[src/hw/rtl/mmvr_sqrt.sv]
// Integer square root of a 64-bit value, two radicand bits per cycle.
`timescale 1ns / 1ps
module mmvr_sqrt (
  input  logic        clk_i,
  input  logic        rst_ni,
  input  logic        go_i,
  input  logic [63:0] rad_i,
  output logic        done_o,
  output logic [31:0] root_o
);
  logic [63:0] x_q, r_q, bit_q, t;
  logic [4:0]  it_q;
  logic        run_q, done_q;

  assign t = r_q + bit_q;

  always_ff @(posedge clk_i or negedge rst_ni) begin
    if (!rst_ni) begin
      run_q  <= 1'b0;
      done_q <= 1'b0;
      it_q   <= '0;
    end else begin
      done_q <= 1'b0;
      if (go_i) begin
        run_q <= 1'b1;
        it_q  <= '0;
      end else if (run_q) begin
        it_q <= it_q + 5'd1;
        if (it_q == 5'd31) begin
          run_q  <= 1'b0;
          done_q <= 1'b1;
        end
      end
    end
  end

  always_ff @(posedge clk_i) begin
    if (go_i) begin
      x_q   <= rad_i;
      r_q   <= '0;
      bit_q <= 64'h4000_0000_0000_0000;
    end else if (run_q) begin
      if (x_q >= t) begin
        x_q <= x_q - t;
        r_q <= (r_q >> 1) + bit_q;
      end else begin
        r_q <= r_q >> 1;
      end
      bit_q <= bit_q >> 2;
    end
  end

  assign done_o = done_q;
  assign root_o = r_q[31:0];
endmodule

[config.mk]
export PLATFORM = sky130hd
export DESIGN_NAME = mmvr_sqrt
export DESIGN_NICKNAME = d
export VERILOG_FILES = /design/src/hw/rtl/mmvr_sqrt.sv
export SDC_FILE = /design/constraint.sdc
export NUM_CORES = 1
export LEC_CHECK = 0
export ABC_AREA = 1
export BUFFER_PORTS_ARGS = -buffer_cell sky130_fd_sc_hd__clkbuf_2
export CORE_MARGIN = 8
export CORE_UTILIZATION = 39
export DETAILED_ROUTE_END_ITERATION = 10
export PLACE_DENSITY = 0.58
export SLEW_MARGIN = 10
export SYNTH_ARGS = -nofsm -noshare
export SYNTH_HDL_FRONTEND = slang
export SYNTH_SLANG_ARGS = --single-unit
[constraint.sdc]
create_clock -name clk_i -period 8.2 [get_ports clk_i]
set_input_delay 1.64 -clock clk_i [delete_from_list [all_inputs] [get_ports clk_i]]
set_output_delay 1.64 -clock clk_i [all_outputs]
set_load 0.05 [all_outputs]
==> results.txt, run 1 <==
Clock Skews: 16.9 ps
CTS Hold Bufs: 0
number of buffers created by CTS: 17
Critical Path Source Type: register
Routability Congestion: 0.994
Syn Std Cell Area: 19,600 um^2
Synth Warn #: 0
final WL: 76,700 um
Async SR Flop Fraction: 4.19%
DRT iter0 DRCs: 1,937
crit end category: register
PwrDens: 321 nW/um^2
Fill cells: 5,670
Clk pin slew, worst setup/hold paths: 80 ps
setup violators final: 0
register area share after synthesis: 20.5%
total of max-cap violations: 0
Hold Crit Class: register to register
Vias/cell: 5.32
Rel. slew slack: 22.4%
Area Growth Syn to Fin: 7.52%
CTS Sinks: 167
worst endpoint required time: 8610 ps
GRT Total Usage: 26.5%
setup TNS: 0 ps
Die Ht: 240 um
Worst Tran Pin Value: 1160 ps
GRT overflow: 0
first-pass GRT wire length: 117,000 um
ant diodes: 0
Core ar.: 49,900 um^2
worst skew pair latency: 510 ps
status: completed
initial antenna violation count: 0
synthesized area per cell: 5.72 um^2
# nets final: 3,669
Min Clock Period, post-route: 5710 ps
vias in the first global route: 21,200
VDD IR max: 0.213 mV
Tcrit/Tclk final: 69.6%
# port buffers: 99
Post-synth EDFFs: 64
row count: 82
H-tree levels: 4
leakage power: 0.00955 uW
top cells by count, synth: nand2_1, inv_1, nor2_1
CP Max Fanout: 93
Bufs on Longest Clock Path: 2
cell with the most instances after synthesis: nand2_1
library cells used by synthesis: 48
Resized Gates After CTS: 0
initial core utilization: 39.3%
synth top area cells: nand2_1, inv_1, dfxtp_1
hpwl dp: 63,400 um
Syn Inst Count: 3,428
Max Freq: 0.175 GHz
Final Hold Fails: 0
IO Pins: 100
Critical Path AT: 6120 ps
via count: 22,100
die width: 240 um
Yosys top cell area share: 21.2%
drc violations: 0
dpl cells: 4,122
fin. max-slew vios: 0
ys flop type: dfxtp_1
ANT nets after route: 0
setup bufs post-CTS: 0
crit path kind: register to register
Post-Syn Nets: 3,628
largest net degree at the start of global routing: 94
wire length per cell after detailed routing: 18.5 um
fin cells: 4,154
RSZ-0062 raised after global routing: false
post-synth top area cell: nand2_1
Root Driver: clkbuf_16
DR pass1 iterations: 6
CTS tree: built
Die Area: 57,700 um^2
layout cells sized above 1: 5.40%
#FFs+latches synth: 167
## cell families after synthesis
logic type / after synthesis / synth area share, %
and+or+nand+nor: 1965 / 41.6
buffers and inverters: 611 / 12.7
AOI/OAI and AO/OA: 471 / 13.1
DFF: 167 / 20.5
adders and majority gates: 133 / 8.53
xor gates and xnor gates: 81 / 3.62
## worst max-delay path, cell delays in order, from the launching register on
cell and delay, ps:
dfxtp_1 440, ha_1 460, nand2_1 130, o21ai_0 370, nand2_1 150, o21ai_0 430
a21oi_1 60, o21ai_0 320, nand3_1 150, nand2_1 150, xnor2_1 130, ha_1 300
nand2_1 180, nor3_2 70, nand2_1 130, inv_1 50, nand2_1 60, nand2_1 80
a21oi_4 350, buf_4 430, nand2_4 610, nand2_1 250, nand2_1 80, nand3_1 80
nand2_1 70
## layout by cell type (no fill, tap or decap), types with 3 or more instances in the layout
cell type  instances
nand2_2            3
xnor2_1           44
inv_1            517
o21bai_1          24
nand4_1           32
nor2_2             6
nand3_1          325
a21o_1            12
clkbuf_2          98
o21ai_1           21
inv_6              4
clkinv_4           3
inv_8              5
a21boi_0           4
nand2_1         1107
or2_2             21
clkbuf_16         17
o211ai_1           4
nor2_1           388
inv_2              8
a21oi_1          181
dfxtp_1           96
ha_1             132
nor4_1             5
buf_4              8
dfrtp_1            7
nand3b_1          25
edfxtp_1          64
o22ai_1           31
a21oi_2            3
o21a_1             5
xor2_1            37
nor3_1            42
o21ai_0          173
a31oi_1            7
## sequential cells by signal, indices dropped and copies added, names as in the netlist
signal	count
it_q	5
run_q	1
x_q	64
bit_q	32
done_o	1
r_q	64
## through the flow
step	cell area, um^2	utilization (%)	power [uW]	setup WS, ps	hold slack (ps)
final	21100	42.2	6760	2490	509
after global routing	21100	42.2	7320	2140	541
after CTS	21100	42.2	6690	2660	513
after detailed placement	20500	41.1	5840	2710	502
after global placement	20500	41.1	5840	2730	500
after floorplan	19600	-	4680	1100	457
## final timing paths
| path | start | slack (ps) | cells past startpoint | endpoint |
|---|---|---|---|---|
| worst max-delay path | r_q[22] | 2490 | 24 | r_q[33] |
| worst min-delay path | r_q[0] | 510 | 2 | r_q[0] |
| worst max register to register | r_q[22] | 2490 | 24 | r_q[33] |
| worst min register to register | r_q[0] | 510 | 2 | r_q[0] |
| max in group asynchronous | rst_ni | 7070 | 1 | it_q[3] |
| min in group asynchronous | rst_ni | 960 | 1 | done_o |
## cell type report
cell class	instances	area [um^2]	share of cell area, %
inverter	526	1970	9.37
timing repair buffer	107	556	2.64
clock buffer	18	429	2.04
clock inverter	14	129	0.612
sequential	167	4020	19.1
multi-input combinational	2650	13100	62.3
tap	672	841	3.99
## power by group
group | internal, uW | total (uW) | switching (uW)
clock | 401 | 833 | 432
combinational | 1400 | 4430 | 3030
sequential | 1210 | 1490 | 282
## per-layer routing
metal | global-route usage, % | wire length, um | vias to the layer above
met5 | 0 | 0 | -
li1 | - | - | 11100
met4 | 12.5 | 3610 | 0
met2 | 42.3 | 33800 | 725
met3 | 3.29 | 4270 | 167
met1 | 35.3 | 35000 | 10100
(Power assumes the default switching activity.)
==> run 2, diff against run 1 <==
Clock period 8.2 ns to 5.3 ns, I/O delays scaled along.
==> results.txt, run 2 (same netlist as run 1, synthesis figures left out) <==
Root Driver: clkbuf_16
Clock Skews: 19.1 ps
Top delay family on crit path: compound AO/OA/AOI/OAI gates
IO Pins: 100
worst endpoint required time: 5490 ps
Min Clock Period, post-route: 4940 ps
die width: 240 um
status: completed
first-pass GRT wire length: 118,000 um
Vias/cell: 5.25
largest net degree at the start of global routing: 75
CP most frequent cell: nand2_1
Clk pin slew, worst setup/hold paths: 80 ps
via count: 22,000
Hold Crit Class: input port to async pin
Crit path buffers/inverters: 3
Core ar.: 49,900 um^2
Final Hold Fails: 0
crit end category: register
drc violations: 0
CTS Sinks: 167
# port buffers: 99
final WL: 77,600 um
DRT iter0 DRCs: 1,850
initial antenna violation count: 0
H-tree levels: 4
number of buffers created by CTS: 17
fin cells: 4,190
Cell Area, Placed: 20,800 um^2
PwrDens: 500 nW/um^2
layout cells sized above 1: 6.37%
RSZ-0062 raised after global routing: false
Die Ht: 240 um
fin. max-slew vios: 0
Worst Tran Pin Value: 1080 ps
dpl cells: 4,155
Bufs on Longest Clock Path: 2
fin area: 21,400 um^2
crit path kind: register to register
CTS Hold Bufs: 0
most common cell after layout, fill and taps aside: nand2_1
setup violators final: 0
row count: 82
GRT Total Usage: 26.8%
CTS tree: built
total of max-cap violations: 0
Register Area: 4020 um^2
Fin Hold WS: 379 ps
# nets final: 3,705
Area Growth Syn to Fin: 9.31%
initial core utilization: 39.3%
crit-path max cell delay: 460 ps
VDD IR max: 0.292 mV
Fill cells: 5,801
Max Freq: 0.203 GHz
multi-input logic area: 13,100 um^2
ANT nets after route: 0
critical path cell sequence: ha_1, nand2_1, o21ai_1, nand2_1, o21ai_0, a21oi_1, o21ai_0, nand3_1, nand2_1, xnor2_1, ha_1, nand2_1, nor3_2, nand2_1, nor2_1, a21oi_4, buf_12, buf_4, a31oi_4, buf_12
vias in the first global route: 21,100
worst skew pair latency: 510 ps
Tcrit/Tclk final: 93.1%
Critical Path AT: 5120 ps
Slowest cell on crit path: ha_1
CP Max Fanout: 38
Die Area: 57,700 um^2
setup TNS: 0 ps
biggest registers after layout: r_q (64), x_q (64), bit_q (32)
most frequent cells in the layout: nand2_1, inv_1, nor2_1, nand3_1, a21oi_1
leakage power: 0.00976 uW
DR pass1 iterations: 6
Critical Path Source Type: register
hpwl dp: 65,300 um
Rel. slew slack: 27.8%
wire length per cell after detailed routing: 18.5 um
GRT overflow: 0
Routability Congestion: 0.999
ant diodes: 0
## run 2: per-layer routing
layer | global-route usage [%] | wire, um | vias up
li1 | - | - | 11200
met1 | 35.7 | 35500 | 10000
met2 | 43.1 | 34500 | 689
met3 | 3.01 | 4320 | 141
met4 | 12.0 | 3310 | 0
met5 | 0 | 0 | -
## run 2: final timing paths
path | from | slack, ps | depth (start not counted) | endpoint
max | r_q[22] | 360 | 20 | x_q[30]
min | rst_ni | 380 | 1 | done_o
min in group clk_i | r_q[0] | 510 | 2 | r_q[0]
min reg2reg | r_q[0] | 510 | 2 | r_q[0]
max in group asynchronous | rst_ni | 4750 | 1 | it_q[4]
max reg2reg | r_q[22] | 360 | 20 | x_q[30]
## run 2: final cells by class
| type | count | area share (%) |
|---|---|---|
| Clock buffer | 20 | 2.13 |
| Clock inverter | 12 | 0.497 |
| Inverter | 526 | 9.22 |
| Multi-Input combinational cell | 2650 | 61.3 |
| Sequential cell | 167 | 18.8 |
| Tap cell | 672 | 3.93 |
| Timing Repair Buffer | 143 | 4.21 |
## run 2: per-stage QoR
stage	power [uW]	utilization (%)	worst slack, ps
after floorplan	7230	-	570
after detailed placement	9250	41.7	352
after CTS	10600	42.9	300
after global routing	11600	42.9	98.4
final	10700	42.9	364
after global placement	9240	41.7	404
## run 2: power by group
group	total, uW	switching, uW	internal (uW)
Combinational	7190	4800	2400
Clock	1280	643	638
Sequential	2230	363	1870
## run 2: repair_timing
item / CTS / global route
hold endpoints to repair: 0 / 0
buffers inserted: 0 / 3
resized for setup: 0 / 1
endpoints found under the setup margin: 0 / 54
