`config.mk`:
```
export PLATFORM = sky130hd
export DESIGN_NAME = mmvr_div
export DESIGN_NICKNAME = d
export VERILOG_FILES = /design/src/hw/rtl/mmvr_div.sv
export SDC_FILE = /design/constraint.sdc
export NUM_CORES = 1
export LEC_CHECK = 0
export BUFFER_PORTS_ARGS = -buffer_cell sky130_fd_sc_hd__buf_2
export CAP_MARGIN = 0
export CORE_MARGIN = 5
export CORE_UTILIZATION = 35
export DETAILED_ROUTE_END_ITERATION = 16
export PLACE_DENSITY_LB_ADDON = 0.1
export REMOVE_ABC_BUFFERS = 1
export SLEW_MARGIN = 20
export SYNTH_ARGS = -nofsm -noshare
export SYNTH_HDL_FRONTEND = slang
export SYNTH_SLANG_ARGS = --single-unit
```
`constraint.sdc`:
```
create_clock -name clk_i -period 5.4 [get_ports clk_i]
set_clock_uncertainty 0.2 [all_clocks]
set_input_delay 0.81 -clock clk_i [delete_from_list [all_inputs] [get_ports clk_i]]
set_output_delay 0.81 -clock clk_i [all_outputs]
set_load 0.005 [all_outputs]
```
`src/hw/rtl/mmvr_div.sv`:
```
// Restoring divider: 64-bit unsigned dividend by a narrow divisor, one bit per cycle.
`timescale 1ns / 1ps
module mmvr_div #(
  parameter int unsigned DivW = 11
) (
  input  logic            clk_i,
  input  logic            rst_ni,
  input  logic            go_i,
  input  logic [63:0]     dividend_i,
  input  logic [DivW-1:0] divisor_i,
  output logic            done_o,
  output logic [63:0]     quot_o
);
  logic [63:0]     a_q;
  logic [DivW-1:0] b_q, rem_q;
  logic [5:0]      it_q;
  logic            run_q, done_q;
  logic [DivW:0]   sh;
  logic            ge;

  assign sh = {rem_q, a_q[63]};
  assign ge = sh >= {1'b0, b_q};

  always_ff @(posedge clk_i or negedge rst_ni) begin
    if (!rst_ni) begin
      run_q  <= 1'b0;
      done_q <= 1'b0;
      it_q   <= '0;
    end else begin
      done_q <= 1'b0;
      if (go_i) begin
        run_q <= 1'b1;
        it_q  <= '0;
      end else if (run_q) begin
        it_q <= it_q + 6'd1;
        if (it_q == 6'd63) begin
          run_q  <= 1'b0;
          done_q <= 1'b1;
        end
      end
    end
  end

  always_ff @(posedge clk_i) begin
    if (go_i) begin
      a_q   <= dividend_i;
      b_q   <= divisor_i;
      rem_q <= '0;
    end else if (run_q) begin
      // The dividend shifts out at the top while quotient bits shift in at the bottom.
      rem_q <= ge ? DivW'(sh - {1'b0, b_q}) : sh[DivW-1:0];
      a_q   <= {a_q[62:0], ge};
    end
  end

  assign done_o = done_q;
  assign quot_o = a_q;
endmodule

```
==> results.yml, run 1 <==
clock_network:
  cts_hold_buffers: 0
  clk_latency_ns: 0.34
  h-tree-depth: 3
  post_cts_buffers: 0
  cts-resized-gates: 0
  cts_buffers: 9
  clk_path_buf_depth: 2
  clkSinkCount: 94
  cts_tree: "done"
  clk_root_buffer_cell: "clkbuf_16"
  clk_pin_slew_ns: 0.07
die:
  start_util_pct: 35.6
  die_h_um: 123
  fp-row-count: 41
  dieArea_um2: 15200
  ios: 143
  core-area_um2: 12600
  fp.dieW_um: 123
critical_path:
  crit_path_start_kind: "flop"
  cp_max_fo: 48
  setup.worst_path.end_class: "flop"
  criticalPathCategory: "flop to flop"
  timing.rr.start: "run_q"
  crit_path_start: "run_q"
  critPathArrivalTime_ns: 2.71
  required_ns: 5.23
yosys:
  synth_area_um2: 4490
  async_reset_ff_share_pct: 8.51
  postSynthCellCount: 318
  ys_ff_latch: 94
  syn_area_per_cell_um2: 14.1
  synth_ff_type: "edfxtp_1"
  ys_top_cells_by_count: "edfxtp_1 (75), mux2_2 (64), nor2_1 (24)"
  synth.distinct_cells: 46
  yosysTopAreaCellShare_pct: 50.1
  synth_area_leaders: "edfxtp_1 (50%), mux2_2 (16%), dfxtp_1 (4.9%), dfrtp_1 (4.5%), ha_1 (3.3%)"
  yosysTopAreaCell: "edfxtp_1"
  ys_seq_area_share_pct: 59.5
  yosys_warnings: 0
  yosysMostFrequentCell: "edfxtp_1"
  synth_enable_flop_cells: 75
sta:
  setup_violations: 0
  fin_tns_setup_ns: 0
  rsz0062_at_grt: "no"
  max_slew_margin_pct: 31.5
  slew_violations: 0
  tightest_slew_ns: 1.03
  max_freq_mhz: 347
  finalCriticalPeriod_ns: 2.88
  fin_crit_sh_pct: 53.3
  final_hold_viol_count: 0
placed_design:
  numPortBuffers: 142
  dpl_cell_area_um2: 5370
  hpwlAfterDp_mm: 6.90
  gp_congestion: 0.729
grt:
  grt_overflow: 0
  grt_pass1_wl_mm: 15.3
  grt_max_degree: 76
  antenna_found_initial: 0
  grt_pass1_vias: 3085
  grt_use_total_pct: 13.0
final_layout:
  syn_to_final_growth_pct: 25.9
  drive_above_1_share_pct: 50.3
  fin_nets: 549
  num-fill-cells: 1232
  stdcell_area_um2: 5660
detailed_routing:
  antenna_left: 0
  first_pass_iters: 4
  num_vias: 2984
  drc: 0
  wirelength_mm: 9.78
  drt_iter0_markers: 176
  wl_per_cell_um: 15.4
  viasPerCell: 4.69
power:
  p_per_area_nw_per_um2: 373
  swShare_pct: 28.7
  p_int_w: 0.00150
  leakage_nw: 2.40
  clockPowerShare_pct: 29.0
  vdd_drop_max_uv: 200
  power_w: 0.00211
  p_switching_w: 0.000606
  pwr-share-comb_pct: 26.2
  sequentialPowerShare_pct: 44.8
status:
  status: "finished, final reports clean"
flow_run:
  cap_violations: 0
hold_path:
  hold_path.class: "input port to async pin"
-- critical path, cell delays in order, from the launching register on --
cell and delay, ns:
dfrtp_1 0.99, nor2_1 0.17, inv_2 0.79, buf_4 0.39
-- stage by stage --
stage / setup WS [ns] / util [%] / instances / hold slack, ns
3_5_place_dp: 2.45 / 42.5 / 619 / 0.298
5_1_grt: 2.27 / 44.8 / 635 / 0.106
6_report: 2.52 / 44.8 / 636 / 0.104
4_1_cts: 2.47 / 44.8 / 635 / 0.0977
2_1_floorplan: 2.59 / - / 303 / 0.269
3_3_place_gp: 2.44 / 42.5 / 619 / 0.288
-- final cells by class --
cell class / count / area (um2) / area share [%]
Antenna cell: 1 / 2.50 / 0.0442
Clock buffer: 11 / 253 / 4.47
Clock inverter: 5 / 33.8 / 0.597
Inverter: 14 / 52.6 / 0.929
Multi-Input combinational cell: 195 / 1700 / 30.0
Sequential cell: 94 / 2670 / 47.2
Tap cell: 172 / 215 / 3.80
Timing Repair Buffer: 144 / 728 / 12.9
-- cell families (layout without fill, tap and decap cells) --
family          Yosys count  count (layout)  share of synthesized area [%]
flops                    94              94                           59.5
mux                      73              73                           18.2
simple gates             61              61                           7.91
compound gates           39              39                           6.21
buf+inv                  29             174                           2.70
fa+ha+maj                13              13                           3.79
xor+xnor                  9               9                           1.75
other cells               0               1                              0
-- cells in the final DEF (no fill, tap or decap), types with 2 or more instances in the layout --
| cell type | count |
|---|---|
| nor2_1 | 24 |
| clkinv_2 | 2 |
| o211ai_1 | 3 |
| nor4bb_1 | 2 |
| nand3_1 | 2 |
| dfrtp_1 | 8 |
| o21ai_1 | 3 |
| nand2b_1 | 4 |
| mux2i_1 | 8 |
| o21ai_4 | 2 |
| clkinvlp_4 | 2 |
| nand2_1 | 9 |
| nor4_4 | 2 |
| clkbuf_8 | 2 |
| clkbuf_16 | 9 |
| o21ai_0 | 6 |
| mux2_2 | 64 |
| a211oi_1 | 7 |
| edfxtp_1 | 75 |
| or3_1 | 3 |
| dfxtp_1 | 11 |
| o21a_1 | 2 |
| o31a_1 | 2 |
| a311oi_1 | 2 |
| inv_1 | 13 |
| buf_2 | 141 |
| xor2_1 | 3 |
| nand4_1 | 4 |
| a21oi_1 | 7 |
| and2_1 | 2 |
| nor3b_1 | 2 |
| buf_4 | 3 |
| o22ai_1 | 2 |
| xnor2_1 | 6 |
| ha_1 | 12 |
-- worst paths after layout --
path / end / slack (ns) / depth (start not counted)
setup / recovery: quot_o[52] / 2.52 / 3
max in group asynchronous: it_q[3] / 4.73 / 1
min in group clk_i: rem_q[2] / 0.31 / 2
hold / removal: it_q[4] / 0.10 / 1
hold reg to reg: rem_q[2] / 0.31 / 2
setup reg to reg: quot_o[52] / 2.52 / 3
-- state kept, by name (all words and copies together), names as in the netlist --
name / flops
done_o: 1
it_q: 6
rem_q: 11
b_q: 11
run_q: 1
quot_o: 64
-- metal layers --
metal  part of all wire (%)  vias up  global-route usage, %
li1                       -     1472                      -
met1                     42     1429                   16.1
met2                     49       74                   20.5
met3                    8.0        9                   5.54
met4                    1.3        0                   4.15
met5                      0        -                      0
-- power by group through the flow --
| stage | registers (W) | clock network [W] | logic (W) |
|---|---|---|---|
| 2_1_floorplan | 0.000954 | 0 | 0.000383 |
| 3_3_place_gp | 0.000961 | 0 | 0.000556 |
| 3_5_place_dp | 0.000960 | 0 | 0.000556 |
| 4_1_cts | 0.000947 | 0.000629 | 0.000560 |
| 5_1_grt | 0.000958 | 0.000657 | 0.000622 |
| 6_report | 0.000945 | 0.000612 | 0.000553 |
Power figures use the tool's default switching activity.
==> run 2: changes to the inputs <==
ABC_AREA = 1   (was not set)
clock period = 2.6 ns   (was 5.4 ns; I/O delays follow)
==> results.yml, run 2 <==
placed_design:
  dpl_cell_area_um2: 5640
  numPortBuffers: 142
  gp_congestion: 0.855
  hpwlAfterDp_mm: 8.83
  dp_slack_ns: 0.357
critical_path:
  required_ns: 2.51
  crit_path_start_kind: "flop"
  slowest_delay_ns: 0.38
  r2r_cells: 10
  path_cells: "inv_1 -> ha_1 -> fa_1 -> inv_1 -> nand3_1 -> nand3_2 -> nand2_2 -> nand4_4 -> nand2_1 -> nand2_1"
  timing.rr.start: "quot_o[63]"
  setup.worst_path.end_class: "flop"
  cp_max_fo: 12
  r2r_slack_ns: 0.38
  criticalPathCategory: "flop to flop"
  critPathArrivalTime_ns: 2.13
  r2r-end: "quot_o[0]"
  slowest_stage: "edfxtp_1"
detailed_routing:
  wirelength_mm: 12.0
  antenna_left: 0
  num_vias: 3935
  wirelength_met1_mm: 5.14
  drc: 0
  wl_per_cell_um: 13.8
  wl_met3_mm: 1.12
  wl_met2_mm: 5.51
  first_pass_iters: 6
  viasPerCell: 4.55
  drt_iter0_markers: 181
  highest_layer: "met5"
final_layout:
  syn_to_final_growth_pct: 26.1
  num-fill-cells: 1350
  multi_input_area_um2: 1760
  antenna_cells: 0
  fin_nets: 775
  regArea_um2: 2670
  layout_common_cells: "nand2_1 (263), buf_2 (142), edfxtp_1 (75)"
  stdcell_area_um2: 5990
  largest_register_ffs: 64
  final_common_cell: "nand2_1"
  drive_above_1_share_pct: 28.4
sta:
  slew_violations: 0
  setup_violations: 0
  finalCriticalPeriod_ns: 2.22
  final_hold_viol_count: 0
  rsz0062_at_grt: "no"
  fin_tns_setup_ns: 0
  max_slew_margin_pct: 32.6
  max_freq_mhz: 451
  hold_slack_ns: 0.0187
  layout_setup_ws_ns: 0.381
  tightest_slew_ns: 1.01
  fin_crit_sh_pct: 85.3
yosys:
  synth_enable_flop_cells: 75
  yosysTopAreaCell: "edfxtp_1"
  synth.distinct_cells: 33
  synth-xor-area-share_pct: 0.553
  synth-compound-area-share_pct: 1.53
  yosysTopAreaCellShare_pct: 47.4
  yosys_warnings: 0
  synth_top_family_by_area: "simple AND/OR/NAND/NOR gates"
  ys_ff_latch: 94
  synthAdderAreaFrac_pct: 3.58
  synth_ff_type: "edfxtp_1"
  synth_area_leaders: "edfxtp_1 (47%), nand2_1 (21%), dfxtp_1 (4.6%), dfrtp_1 (4.2%), inv_1 (4.0%)"
  synth_area_um2: 4750
  ys_top_cells_by_count: "nand2_1 (263), edfxtp_1 (75), inv_1 (50)"
  synthMuxAreaShare_pct: 0
  yosysMostFrequentCell: "nand2_1"
  ys_seq_area_share_pct: 56.3
  postSynthCellCount: 541
  syn_area_per_cell_um2: 8.78
  synthSimpleGateAreaFrac_pct: 31.5
  async_reset_ff_share_pct: 8.51
clock_network:
  cts-resized-gates: 0
  clk_pin_slew_ns: 0.07
  cts_buffers: 9
  clk_path_buf_depth: 2
  cts_tree: "done"
  post_cts_buffers: 0
  clkSinkCount: 94
  clk_root_buffer_cell: "clkbuf_16"
  cts_hold_buffers: 1
  h-tree-depth: 3
  clk_latency_ns: 0.35
power:
  p_per_area_nw_per_um2: 769
  leakage_nw: 3.09
  vdd_drop_max_uv: 374
  power_w: 0.00460
die:
  start_util_pct: 35.7
  dieArea_um2: 16000
  die_h_um: 126
  ios: 143
  fp.dieW_um: 126
  core-area_um2: 13300
  fp-row-count: 42
grt:
  antenna_found_initial: 1
  grt_use_total_pct: 15.8
  grt_max_degree: 71
  grt_pass1_wl_mm: 20.3
  grt_overflow: 0
  grt_pass1_vias: 4129
flow_run:
  cap_violations: 0
hold_path:
  hp-start: "divisor_i[10]"
  min_to: "b_q[10]"
  hold_path.class: "input port to flop"
  hold_depth: 1
status:
  status: "finished, final reports clean"
[run 2: changes by cell type after synthesis, moves of 4 or more]
cell	delta
a211oi_1	-7
inv_1	+36
mux2_2	-64
mux2i_1	-8
nand2_1	+254
nand2_2	+14
nand2b_1	-4
nand3_1	+23
nand3_2	+7
nand4_1	+9
nor2_1	-7
xnor2_1	-4
[run 2: power breakdown]
group	switching [W]	total [W]	internal, W
clock network	0.000570	0.00141	0.000836
logic	0.000757	0.00126	0.000507
registers	0.000111	0.00193	0.00182
[run 2: cell families (layout without fill, tap and decap cells)]
logic type | count (synthesis) | after routing
AOI/OAI and AO/OA | 11 | 11
and+or+nand+nor | 347 | 347
adders and majority gates | 13 | 13
buffers and inverters | 73 | 221
DFF | 94 | 94
xor gates and xnor gates | 3 | 3
[run 2: worst max path at each step]
stage / slack, ns / endpoint / from
after floorplan: 0.10 / quot_o[0] / run_q
after global placement: 0.45 / rem_q[5] / quot_o[63]
after detailed placement: 0.36 / quot_o[0] / quot_o[63]
after CTS: 0.36 / quot_o[0] / quot_o[63]
after global routing: 0.20 / quot_o[0] / quot_o[63]
final: 0.38 / quot_o[0] / quot_o[63]
[run 2: layout make-up]
| class | count | share of cell area, % |
|---|---|---|
| Clock inverter | 7 | 1.48 |
| Timing Repair Buffer | 152 | 13.7 |
| Tap cell | 176 | 3.68 |
| Sequential cell | 94 | 44.6 |
| Multi-Input combinational cell | 374 | 29.5 |
| Inverter | 53 | 3.32 |
| Clock buffer | 9 | 3.76 |
[run 2: stage by stage]
| step | util, % | std cells |
|---|---|---|
| 4_1_cts | 44.9 | 863 |
| 2_1_floorplan | - | 521 |
| 5_1_grt | 45.0 | 865 |
| 3_5_place_dp | 42.5 | 846 |
| 3_3_place_gp | 42.5 | 846 |
| 6_report | 45.0 | 865 |
[run 2: routing by layer]
layer  track usage [%]  vias up
met4              5.36        2
li1                  -     2020
met3              7.15       15
met2              25.4       97
met1              18.9     1801
met5                 0        -
[run 2: critical path, delay by kind of cell, from the launching register on]
family	cells	cell delay, ns
adder cells (fa/ha/maj)	2	0.42
AND/OR/NAND/NOR	6	0.80
buffers and inverters	2	0.17
flip-flops	1	0.38
